<file path="config.mk">
export PLATFORM = sky130hd
export DESIGN_NAME = tzf_ctrl
export DESIGN_NICKNAME = d
export VERILOG_FILES = /design/src/sv/tzf_pkg.sv /design/src/sv/tzf_ctrl.sv
export VERILOG_INCLUDE_DIRS = /design/src /design/src/sv
export SDC_FILE = /design/constraint.sdc
export NUM_CORES = 1
export LEC_CHECK = 0
export BUFFER_PORTS_ARGS = -buffer_cell sky130_fd_sc_hd__clkbuf_2
export CORE_AREA = 2 2 39 41
export CTS_CLUSTER_DIAMETER = 100
export DETAILED_ROUTE_END_ITERATION = 16
export DIE_AREA = 0 0 41 43
export PLACE_DENSITY = 0.47
export SETUP_SLACK_MARGIN = 0.05
export SLEW_MARGIN = 5
export SYNTH_ARGS = -nofsm -noshare
export SYNTH_HDL_FRONTEND = slang
export SYNTH_SLANG_ARGS = --single-unit
</file>
<file path="constraint.sdc">
create_clock -name clk -period 1.5 [get_ports clk]
set_input_delay 0.3 -clock clk [delete_from_list [all_inputs] [get_ports clk]]
set_output_delay 0.3 -clock clk [all_outputs]
set_load 0.01 [all_outputs]
</file>
<file path="src/sv/thru_zero_flanger_core_assert.svh">
// Assertion macros shared by the flanger RTL.
// Needs clk and rst_n in scope where a macro is used.
`ifndef THRU_ZERO_FLANGER_CORE_ASSERT_SVH
`define THRU_ZERO_FLANGER_CORE_ASSERT_SVH
`ifndef SYNTHESIS
// Same-cycle implication.
`define TZF_ASSERT_IMP(lbl, ante, cons, msg) \
  lbl: assert property (@(posedge clk) disable iff (!rst_n) (ante) |-> (cons)) \
    else $error(msg);
// Next-cycle implication.
`define TZF_ASSERT_NXT(lbl, ante, cons, msg) \
  lbl: assert property (@(posedge clk) disable iff (!rst_n) (ante) |=> (cons)) \
    else $error(msg);
`else
`define TZF_ASSERT_IMP(lbl, ante, cons, msg)
`define TZF_ASSERT_NXT(lbl, ante, cons, msg)
`endif
`endif

</file>
<file path="src/sv/tzf_pkg.sv">
// Shared types and constants of the thru-zero flanger.
// No dependencies; used by every RTL file of the block.
package tzf_pkg;

  localparam int DELAY_DEPTH_DEF = 2048;
  localparam int SAMPLE_BITS_DEF = 24;

  localparam int CFG_INDEX_W = 3;
  localparam int CFG_DATA_W  = 20;

  localparam int STEP_W      = 20;
  localparam int DLY_CFG_W   = 19;
  localparam int GAIN_W      = 16;
  localparam int GAIN_FRAC   = 15;
  localparam int PHASE_W     = 32;
  localparam int FRAC_W      = 8;
  localparam int DELAY_W     = 20;
  localparam int WHOLE_W     = DELAY_W - FRAC_W;
  localparam int MUL_A_W     = PHASE_W + 1;
  localparam int PROD_A_W    = 2 * MUL_A_W;
  localparam int LANE_A_W    = GAIN_W + 1;

  typedef logic [CFG_INDEX_W-1:0] cfg_index_t;

  localparam cfg_index_t REG_PHASE_STEP    = 3'd0;
  localparam cfg_index_t REG_DELAY_BASE    = 3'd1;
  localparam cfg_index_t REG_DELAY_SWING   = 3'd2;
  localparam cfg_index_t REG_FEEDBACK_GAIN = 3'd3;
  localparam cfg_index_t REG_WET_GAIN      = 3'd4;
  localparam cfg_index_t REG_DRY_GAIN      = 3'd5;

  localparam logic        [STEP_W-1:0]    PHASE_STEP_RST    = 20'd7107;
  localparam logic        [DLY_CFG_W-1:0] DELAY_BASE_RST    = 19'd0;
  localparam logic        [DLY_CFG_W-1:0] DELAY_SWING_RST   = 19'd94669;
  localparam logic signed [GAIN_W-1:0]    FEEDBACK_GAIN_RST = -16'sd12452;
  localparam logic        [GAIN_W-1:0]    WET_GAIN_RST      = 16'd15401;
  localparam logic        [GAIN_W-1:0]    DRY_GAIN_RST      = 16'd17367;

  typedef enum logic [3:0] {
    ST_IDLE,
    ST_WRITE,
    ST_SHAPE,
    ST_ADDR,
    ST_READ_A,
    ST_READ_B,
    ST_LERP,
    ST_TAP,
    ST_OUT
  } state_t;

  typedef enum logic [1:0] {
    MUL_FB,
    MUL_DRY,
    MUL_LERP,
    MUL_WET
  } lane_op_t;

  typedef struct packed {
    logic     accept;
    logic     wr_en;
    logic     mul_en;
    lane_op_t mul_sel;
    logic     sq_en;
    logic     shape_en;
    logic     addr_en;
    logic     rd_sel;
    logic     cap_a;
    logic     tap_en;
    logic     out_load;
  } cmd_t;

endpackage

</file>
<file path="src/sv/tzf_ctrl.sv">
// Sequencer of the flanger: steps one sample through the datapath and owns
// the input stall and output valid. Depends on tzf_pkg and the assert header.
`include "thru_zero_flanger_core_assert.svh"

module tzf_ctrl (
  input  logic          clk,
  input  logic          rst_n,
  input  logic          in_valid,
  output logic          in_stall,
  output logic          out_valid,
  input  logic          out_stall,
  output tzf_pkg::cmd_t cmd
);

  tzf_pkg::state_t state_r;
  tzf_pkg::state_t state_nxt;
  logic            out_valid_r;
  logic            out_valid_nxt;

  always_ff @(posedge clk) begin
    if (!rst_n) begin
      state_r     <= tzf_pkg::ST_IDLE;
      out_valid_r <= 1'b0;
    end else begin
      state_r     <= state_nxt;
      out_valid_r <= out_valid_nxt;
    end
  end

  always_comb begin
    state_nxt     = state_r;
    cmd           = '0;
    out_valid_nxt = out_valid_r && out_stall;
    unique case (state_r)
      tzf_pkg::ST_IDLE: begin
        // keep the feedback product current so it is ready at accept
        cmd.mul_en  = 1'b1;
        cmd.mul_sel = tzf_pkg::MUL_FB;
        if (in_valid) begin
          cmd.accept = 1'b1;
          state_nxt  = tzf_pkg::ST_WRITE;
        end
      end
      tzf_pkg::ST_WRITE: begin
        cmd.wr_en   = 1'b1;
        cmd.sq_en   = 1'b1;
        cmd.mul_en  = 1'b1;
        cmd.mul_sel = tzf_pkg::MUL_DRY;
        state_nxt   = tzf_pkg::ST_SHAPE;
      end
      tzf_pkg::ST_SHAPE: begin
        cmd.shape_en = 1'b1;
        state_nxt    = tzf_pkg::ST_ADDR;
      end
      tzf_pkg::ST_ADDR: begin
        cmd.addr_en = 1'b1;
        state_nxt   = tzf_pkg::ST_READ_A;
      end
      tzf_pkg::ST_READ_A: begin
        state_nxt = tzf_pkg::ST_READ_B;
      end
      tzf_pkg::ST_READ_B: begin
        cmd.rd_sel = 1'b1;
        cmd.cap_a  = 1'b1;
        state_nxt  = tzf_pkg::ST_LERP;
      end
      tzf_pkg::ST_LERP: begin
        cmd.mul_en  = 1'b1;
        cmd.mul_sel = tzf_pkg::MUL_LERP;
        state_nxt   = tzf_pkg::ST_TAP;
      end
      tzf_pkg::ST_TAP: begin
        cmd.tap_en  = 1'b1;
        cmd.mul_en  = 1'b1;
        cmd.mul_sel = tzf_pkg::MUL_WET;
        state_nxt   = tzf_pkg::ST_OUT;
      end
      tzf_pkg::ST_OUT: begin
        // hold until the output register is free
        if (!out_valid_r || !out_stall) begin
          cmd.out_load  = 1'b1;
          out_valid_nxt = 1'b1;
          state_nxt     = tzf_pkg::ST_IDLE;
        end
      end
      default: begin
        state_nxt = tzf_pkg::ST_IDLE;
      end
    endcase
  end

  assign in_stall  = (state_r != tzf_pkg::ST_IDLE);
  assign out_valid = out_valid_r;

  `TZF_ASSERT_NXT(a_accept_to_write, cmd.accept, state_r == tzf_pkg::ST_WRITE, "accept not followed by line write")
  `TZF_ASSERT_IMP(a_no_overwrite, cmd.out_load, !(out_valid_r && out_stall), "pending output overwritten")
  `TZF_ASSERT_IMP(a_valid_from_load, $rose(out_valid_r), $past(cmd.out_load), "output valid without load")
  `TZF_ASSERT_NXT(a_out_hold, state_r == tzf_pkg::ST_OUT && out_valid_r && out_stall, state_r == tzf_pkg::ST_OUT, "left output state while blocked")

endmodule
</file>
==> results of run 1 <==
## per-stage QoR
stage	instance area, um^2	std cells
6_report	483	76
5_1_grt	483	76
4_1_cts	443	75
3_5_place_dp	398	70
3_3_place_gp	398	70
2_1_floorplan	293	37
## cell families after synthesis
kind of cell    share of synthesized area, %
xor+xnor                                5.98
compound gates                          9.83
simple gates                            39.7
flops                                   34.2
buf+inv                                 10.3
## routing by layer
layer / share of wire (%) / routed length (um) / vias up
met5: 0 / 0 / -
met4: 0 / 0 / 0
met3: 10 / 72 / 0
met2: 48 / 333 / 11
met1: 42 / 290 / 149
li1: - / - / 169
## layout make-up
type | instances | area share, %
multi-input cells | 27 | 38.6
inverters | 2 | 1.55
well taps | 16 | 4.15
repair buffers | 22 | 27.5
clock buffers | 4 | 5.44
flip-flops and latches | 5 | 22.8
## cell usage in the layout (no fill, tap or decap)
cell type / instances
nand2_1: 1
inv_1: 2
or4_4: 1
clkbuf_2: 13
or2_2: 1
buf_4: 4
dfxtp_1: 1
nand2_2: 1
a21boi_1: 1
nand2b_1: 4
o221a_1: 1
clkbuf_1: 1
nor2_2: 3
dfxtp_4: 2
nor3_1: 3
nor3_2: 1
nor2_1: 4
a21oi_2: 1
buf_2: 3
nor2_4: 1
or4b_4: 1
a21oi_1: 1
buf_6: 2
clkbuf_4: 3
xor2_1: 2
dfxtp_2: 2
## flip-flops by register name, summed over array words and instances, names as in the netlist
register   count
out_valid      1
state_r        4
## final timing paths
kind | from | to | slack [ns] | depth (start not counted)
worst max register to register | state_r[0] | state_r[3] | 0.23 | 2
worst max-delay path | state_r[0] | cmd[0] | -0.17 | 3
worst min register to register | state_r[0] | state_r[0] | 0.44 | 1
worst min-delay path | rst_n | state_r[3] | 0.31 | 2
## worst register-to-register path, cell delays in order, from the launching register on
cell	delay, ns
dfxtp_2	0.33
or4_4	0.57
o221a_1	0.26
## power by group
part | internal, mW | total, mW | switching [mW]
sequential | 0.142 | 0.152 | 0.00940
combinational | 0.0688 | 0.136 | 0.0674
clock | 0.101 | 0.159 | 0.0580
total | 0.312 | 0.446 | 0.135
## what timing repair did
item,CTS,global route
hold buffers,0,0
endpoints found under the hold margin,0,0
endpoints found under the setup margin,8,12
buffers inserted,1,1
resized for setup,6,13
pin swaps,0,1
==> flow_metrics.tcl, run 1 <==
set metrics [dict create \
    grt.met2_usage_pct 12.8 \
    final.setup.tns_ns -0.603 \
    critical-path-top-delay-family "simple AND/OR/NAND/NOR gates" \
    diodes 0 \
    grt.busiest_layer "met2" \
    grt_pass1_vias 258 \
    drt-wirelength-per-cell_um 9.16 \
    grt_pass1_wl_um 1080 \
    io_buffers 17 \
    worstPathCellList "or4b_4, a21oi_2, buf_2" \
    cts_root_buffer "clkbuf_4" \
    status "finished, violations left" \
    final_util_pct 34.9 \
    synth_seq_cells 5 \
    clock-sinks 5 \
    critPathCaptureType "output pin" \
    cts.reportedPaths.clkPinSlew_ns 0.05 \
    max_stage_delay_ns 0.56 \
    first_iter_violations 3 \
    cts_tree "built" \
    grt.total_usage_pct 9.54 \
    drcViolationCount 0 \
    fp-row-count 14 \
    regArea_um2 110 \
    finalWorstSetupSlack_ns -0.165 \
    totalWireLength_um 696 \
    route.antenna.remaining_nets 0 \
    setup_viol 7 \
    crit_arrival_ns 1.37 \
    worst_slew_margin_rel_pct 82.0 \
    synth_flop_cell "dfxtp_1" \
    cts_buffer_depth 2 \
    yosysMostFrequentCell "nor2_1" \
    rsz0062_at_grt "true" \
    cts_buffers 3 \
    syn2layout_area_growth_pct 65.0 \
    synth_top_area_share_pct 34.2 \
    drive_gt1_share_pct 65.0 \
    drt-pass1-iter-count 2 \
    required_ns 1.20 \
    multi_input_area_um2 186 \
    antenna_found_initial 0 \
    avgViaCountPerCell 4.33 \
    synth.avg_cell_area_um2 7.91 \
    syn_nets 41 \
    async_reset_ff_share_pct 0 \
    start_kind "register" \
    die_w_um 41 \
    crit_type "reg2out" \
    p_total_mw 0.446 \
    synth_area_um2 293 \
    gr-usage-met1_pct 11.3 \
    nNetsFinal 65 \
    path_max_fanout 4 \
    yosys.area.top_type "dfxtp_1" \
    synthCells 37 \
    gr-total-overflow 0 \
    pre_cts_ws_ns 0.0224 \
    ys_seq_area_share_pct 34.2 \
    die_h_um 43 \
    cp.buffers_inverters 1 \
    synth_cell_types 15 \
    power_leakage_nw 0.237 \
    powerDensity_mw_per_mm2 924 \
    finalCriticalPeriod_ns 1.67 \
    final.period_utilization_pct 111 \
    fillers 155 \
    use_met3_pct 6.81 \
    maxCapViolCount 0 \
    dieArea_mm2 0.00176 \
    yosys-top-cells-count "nor2_1, dfxtp_1, nand2b_1, nor3_1, buf_4" \
    place.gp.congestion 0.726 \
    tightestPinTransition_ns 0.268 \
    grt_max_degree 8 \
    slowest_stage "or4b_4" \
    vias 329 \
    start_util_pct 21.2 \
    final_max_slew_viol_count 0 \
    min_path_type "in2reg" \
    core-area_mm2 0.00138 \
    dp_hpwl_um 544 \
    failed_checks "setup timing" \
    ir_drop_uv 366 \
    yosys-top-cells-area "dfxtp_1, nor2_1, nand2b_1" \
    cts_max_level 1 \
    io_pins 18 \
    clock_latency_ns 0.24 \
    holdWs_ns 0.309 \
    skew_ns 0.00293 \
    max_freq_mhz 601 \
    synth_warnings 0 \
    hold_viol 0 \
    synth_edf_count 0 \
]
Note: power is estimated with default switching activity, not from simulation.
==> run 2: changes to the inputs <==
--- a/config.mk
+++ b/config.mk
@@ -12,7 +12,7 @@
 export DETAILED_ROUTE_END_ITERATION = 16
 export DIE_AREA = 0 0 41 43
 export PLACE_DENSITY = 0.47
-export SETUP_SLACK_MARGIN = 0.05
+export SETUP_SLACK_MARGIN = 0.2
 export SLEW_MARGIN = 5
 export SYNTH_ARGS = -nofsm -noshare
 export SYNTH_HDL_FRONTEND = slang
==> flow_metrics.tcl, run 2 (same netlist as run 1, synthesis figures left out) <==
set metrics [dict create \
    first_iter_violations 4 \
    regMostFlops "state_r" \
    instances_no_fill 77 \
    final_common_cell "clkbuf_2" \
    power_leakage_nw 0.264 \
    nNetsFinal 66 \
    max_freq_mhz 607 \
    vias 337 \
    tightestPinTransition_ns 0.173 \
    finalCriticalPeriod_ns 1.65 \
    totalWireLength_um 791 \
    layout_common_cells "clkbuf_2, buf_6, buf_2" \
    crit_type "reg2out" \
    ir_drop_uv 591 \
    dpl.cell_count 71 \
    maxCapViolCount 0 \
    drt-wirelength-per-cell_um 10.3 \
    gr-total-overflow 0 \
    fp-row-count 14 \
    worstPathCellList "or4b_4, a21oi_4, buf_6" \
    critical-path-top-delay-family "simple AND/OR/NAND/NOR gates" \
    die_h_um 43 \
    diodes 0 \
    dp_hpwl_um 540 \
    worst_slew_margin_rel_pct 88.4 \
    route.antenna.remaining_nets 0 \
    cts.reportedPaths.clkPinSlew_ns 0.04 \
    cts_root_buffer "clkbuf_4" \
    p_total_mw 0.471 \
    path_max_fanout 5 \
    hold_viol 0 \
    cp.buffers_inverters 1 \
    pre_cts_ws_ns 0.0393 \
    syn2layout_area_growth_pct 86.3 \
    whs_path_depth 2 \
    drt-pass1-iter-count 4 \
    clock_latency_ns 0.24 \
    skew_ns 0.000110 \
    crit_arrival_ns 1.35 \
    finalWorstSetupSlack_ns -0.147 \
    regArea_um2 110 \
    cp_num_cells 3 \
    r2r_cells 3 \
    start_util_pct 21.2 \
    cts_buffers 3 \
    failed_checks "setup timing" \
    required_ns 1.20 \
    place.gp.congestion 0.767 \
    largest_reg_flops 4 \
    status "finished, violations left" \
    antenna_found_initial 0 \
    clock-sinks 5 \
    rsz0062_at_grt "true" \
    io_pins 18 \
    setup_viol 4 \
    grt_pass1_wl_um 1290 \
    final_max_slew_viol_count 0 \
    avgViaCountPerCell 4.38 \
    min_path_type "in2reg" \
    dieArea_mm2 0.00176 \
    cts_buffer_depth 2 \
    io_buffers 17 \
    cts_tree "built" \
    start_kind "register" \
    fillers 141 \
    grt_pass1_vias 337 \
    cts_max_level 1 \
    grt.total_usage_pct 11.0 \
    max_stage_delay_ns 0.54 \
    die_w_um 41 \
    critPathCaptureType "output pin" \
    drcViolationCount 0 \
    powerDensity_mw_per_mm2 863 \
    core-area_mm2 0.00138 \
    reg2reg_slack_ns 0.12 \
    final.period_utilization_pct 110 \
    drive_gt1_share_pct 73.8 \
    slowest_stage "or4b_4" \
    multi_input_area_um2 221 \
    grt_max_degree 7 \
]
==> run 2: cell count changes in the layout (fill, tap and decap cells not counted), sizes merged <==
cell / change
buf: +5
clkbuf: -4
==> run 2: what timing repair did <==
item / 4_1_cts / 5_1_grt
buffers inserted: 2 / 0
setup endpoints to repair: 13 / 15
hold buffers: 0 / 0
resized for setup: 12 / 17
pin swaps: 2 / 2
==> run 2: layer usage <==
metal	up-vias	GRT usage (%)	routed length (um)	share of wire, %
li1	169	-	-	-
met1	158	12.9	354	45
met2	10	15.9	395	50
met3	0	6.28	41	5.2
met4	0	4.00	0	0
met5	-	0	0	0
==> run 2: path summary, 6_finish.rpt <==
check / start / end
max: state_r[1] / cmd[0]
min: rst_n / state_r[3]
max reg2reg: state_r[1] / state_r[3]
min reg2reg: state_r[0] / state_r[0]
==> run 2: where the power goes <==
group          switching, mW  leakage (nW)  internal [mW]
logic                 0.0794         0.206         0.0872
registers            0.00994        0.0430          0.142
clock network         0.0523        0.0150          0.100
total                  0.142         0.264          0.329
==> run 2: worst register-to-register path: cells and delay by family, from the launching register on <==
kind / cells / cell delay (ns)
AOI/OAI and AO/OA: 1 / 0.22
buffers and inverters: 1 / 0.15
DFF: 1 / 0.34
and+or+nand+nor: 1 / 0.56
==> run 2: area by class of cell <==
cell class | instances | share of cell area, %
multi-input cells | 27 | 40.6
inverters | 2 | 1.38
repair buffers | 23 | 29.4
clock buffers | 4 | 4.82
well taps | 16 | 3.67
flip-flops and latches | 5 | 20.2
==> run 2: stage by stage <==
stage | util, % | instance area (um^2) | TNS (ns) | hold slack [ns]
global placement | 30.7 | 424 | 0 | 0.471
global route | 39.4 | 546 | -0.655 | 0.299
CTS | 36.8 | 509 | -0.506 | 0.304
finish | 39.4 | 546 | -0.466 | 0.309
floorplan | - | 312 | 0 | 0.442
detailed placement | 30.7 | 424 | 0 | 0.477
==> run 3: changes to the inputs <==
--- a/config.mk
+++ b/config.mk
@@ -9,6 +9,7 @@
 export BUFFER_PORTS_ARGS = -buffer_cell sky130_fd_sc_hd__clkbuf_2
 export CORE_AREA = 2 2 39 41
 export CTS_CLUSTER_DIAMETER = 100
+export CTS_CLUSTER_SIZE = 10
 export DETAILED_ROUTE_END_ITERATION = 16
 export DIE_AREA = 0 0 41 43
 export PLACE_DENSITY = 0.47
==> constraint.sdc (replaced) <==
create_clock -name clk -period 1.55 [get_ports clk]
set_input_delay 0.31 -clock clk [delete_from_list [all_inputs] [get_ports clk]]
set_output_delay 0.31 -clock clk [all_outputs]
set_load 0.01 [all_outputs]
==> flow_metrics.tcl, run 3 (same netlist as run 1, synthesis figures left out) <==
set metrics [dict create \
    status "finished, violations left" \
    max_freq_mhz 600 \
    finalWorstSetupSlack_ns -0.117 \
    drt-wirelength-per-cell_um 11.4 \
    dieArea_mm2 0.00176 \
    diodes 0 \
    antenna_found_initial 0 \
    route.antenna.remaining_nets 0 \
    vias 363 \
    core-area_mm2 0.00138 \
    worstHoldStart "rst_n" \
    critical-path-top-delay-family "simple AND/OR/NAND/NOR gates" \
    finalCriticalPeriod_ns 1.67 \
    hold_viol 0 \
    regMostFlops "state_r" \
    slowest_stage "dfxtp_2" \
    clock_latency_ns 0.24 \
    setup_viol 5 \
    start_kind "register" \
    drive_gt1_share_pct 77.3 \
    crit_type "reg2out" \
    largest_reg_flops 4 \
    layout_common_cells "buf_6, buf_2, buf_4" \
    worstPathCellList "buf_4, buf_6, nand2b_4, nor2_4, or2_2, clkbuf_2" \
    p_total_mw 0.468 \
    fp-row-count 14 \
    cts_buffers 3 \
    final.period_utilization_pct 108 \
    drcViolationCount 0 \
    syn2layout_area_growth_pct 120 \
    power_leakage_nw 0.299 \
    failed_checks "setup timing" \
    maxCapViolCount 0 \
    dp_hpwl_um 530 \
    r2r_cells 5 \
    grt_pass1_vias 292 \
    io_pins 18 \
    crit_arrival_ns 1.36 \
    cts_max_level 1 \
    ctsHoldBuffers 0 \
    powerDensity_mw_per_mm2 728 \
    cp.buffers_inverters 3 \
    skew_ns 0.00416 \
    avgViaCountPerCell 4.43 \
    reg2reg_slack_ns 0.08 \
    cts.reportedPaths.clkPinSlew_ns 0.04 \
    io_buffers 17 \
    grt.total_usage_pct 11.0 \
    cts_tree "built" \
    rsz0062_at_grt "true" \
    path_max_fanout 3 \
    die_h_um 43 \
    instances_no_fill 82 \
    worstHoldEndpoint "state_r[3]" \
    final_max_slew_viol_count 0 \
    nNetsFinal 71 \
    min_path_type "in2reg" \
    reg2reg_from "state_r[2]" \
    start_util_pct 21.2 \
    clock-sinks 5 \
    whs_path_depth 2 \
    r2r-end "state_r[3]" \
    die_w_um 41 \
    dpl.cell_count 69 \
    grt_max_degree 7 \
    gr-total-overflow 0 \
    tightestPinTransition_ns 0.163 \
    pre_cts_ws_ns 0.0688 \
    grt_pass1_wl_um 1250 \
    critPathCaptureType "output pin" \
    cts_buffer_depth 2 \
    cts_root_buffer "clkbuf_4" \
    place.gp.congestion 0.729 \
    final_common_cell "buf_6" \
    worst_slew_margin_rel_pct 89.1 \
    first_iter_violations 13 \
    required_ns 1.24 \
    ir_drop_uv 718 \
    drt-pass1-iter-count 4 \
    totalWireLength_um 937 \
    max_stage_delay_ns 0.32 \
]
## run 3: cell types whose count changed in the layout (fill, tap and decap cells not counted), sizes merged
cell | before | now
buf | 14 | 23
clkbuf | 13 | 9
## run 3: per-layer routing
metal | global-route usage (%) | share of wire [%] | up-vias
met2 | 14.4 | 53 | 13
met4 | 2.00 | 0 | 0
li1 | - | - | 177
met1 | 13.5 | 38 | 173
met5 | 0 | 0 | -
met3 | 9.42 | 8.0 | 0
## run 3: timing repair
item,in CTS,in global routing
endpoints found under the setup margin,13,14
pin swaps,4,5
endpoints found under the hold margin,0,0
buffers inserted,3,6
resized for setup,12,30
## run 3: how the worst max path moves through the flow
stage                    start      to  depth (start not counted)
detailed placement  state_r[1]  cmd[0]                          3
CTS                 state_r[2]  cmd[0]                          3
finish              state_r[2]  cmd[7]                          6
global route        state_r[1]  cmd[0]                          3
global placement    state_r[0]  cmd[0]                          3
floorplan           state_r[2]  cmd[0]                          3
## run 3: final cells by class
cell class	count	area (um^2)
sequential	5	110
inverter	2	7.51
fill	128	741
clock buffer	4	26.3
multi-input combinational	27	246
tap	16	20.0
timing repair buffer	28	233
## run 3: through the flow
step	cell area (um^2)	utilization (%)	hold WS (ns)	TNS (ns)
6_report	643	46.5	0.343	-0.402
5_1_grt	643	46.5	0.329	-0.822
4_1_cts	497	35.9	0.329	-0.377
3_5_place_dp	409	29.6	0.519	0
3_3_place_gp	409	29.6	0.540	0
2_1_floorplan	312	-	0.452	0
## run 3: power by group
group / leakage [nW] / switching [mW] / internal, mW / total (mW)
combinational: 0.241 / 0.0805 / 0.0897 / 0.170
clock: 0.0150 / 0.0524 / 0.0973 / 0.150
sequential: 0.0430 / 0.0114 / 0.137 / 0.148
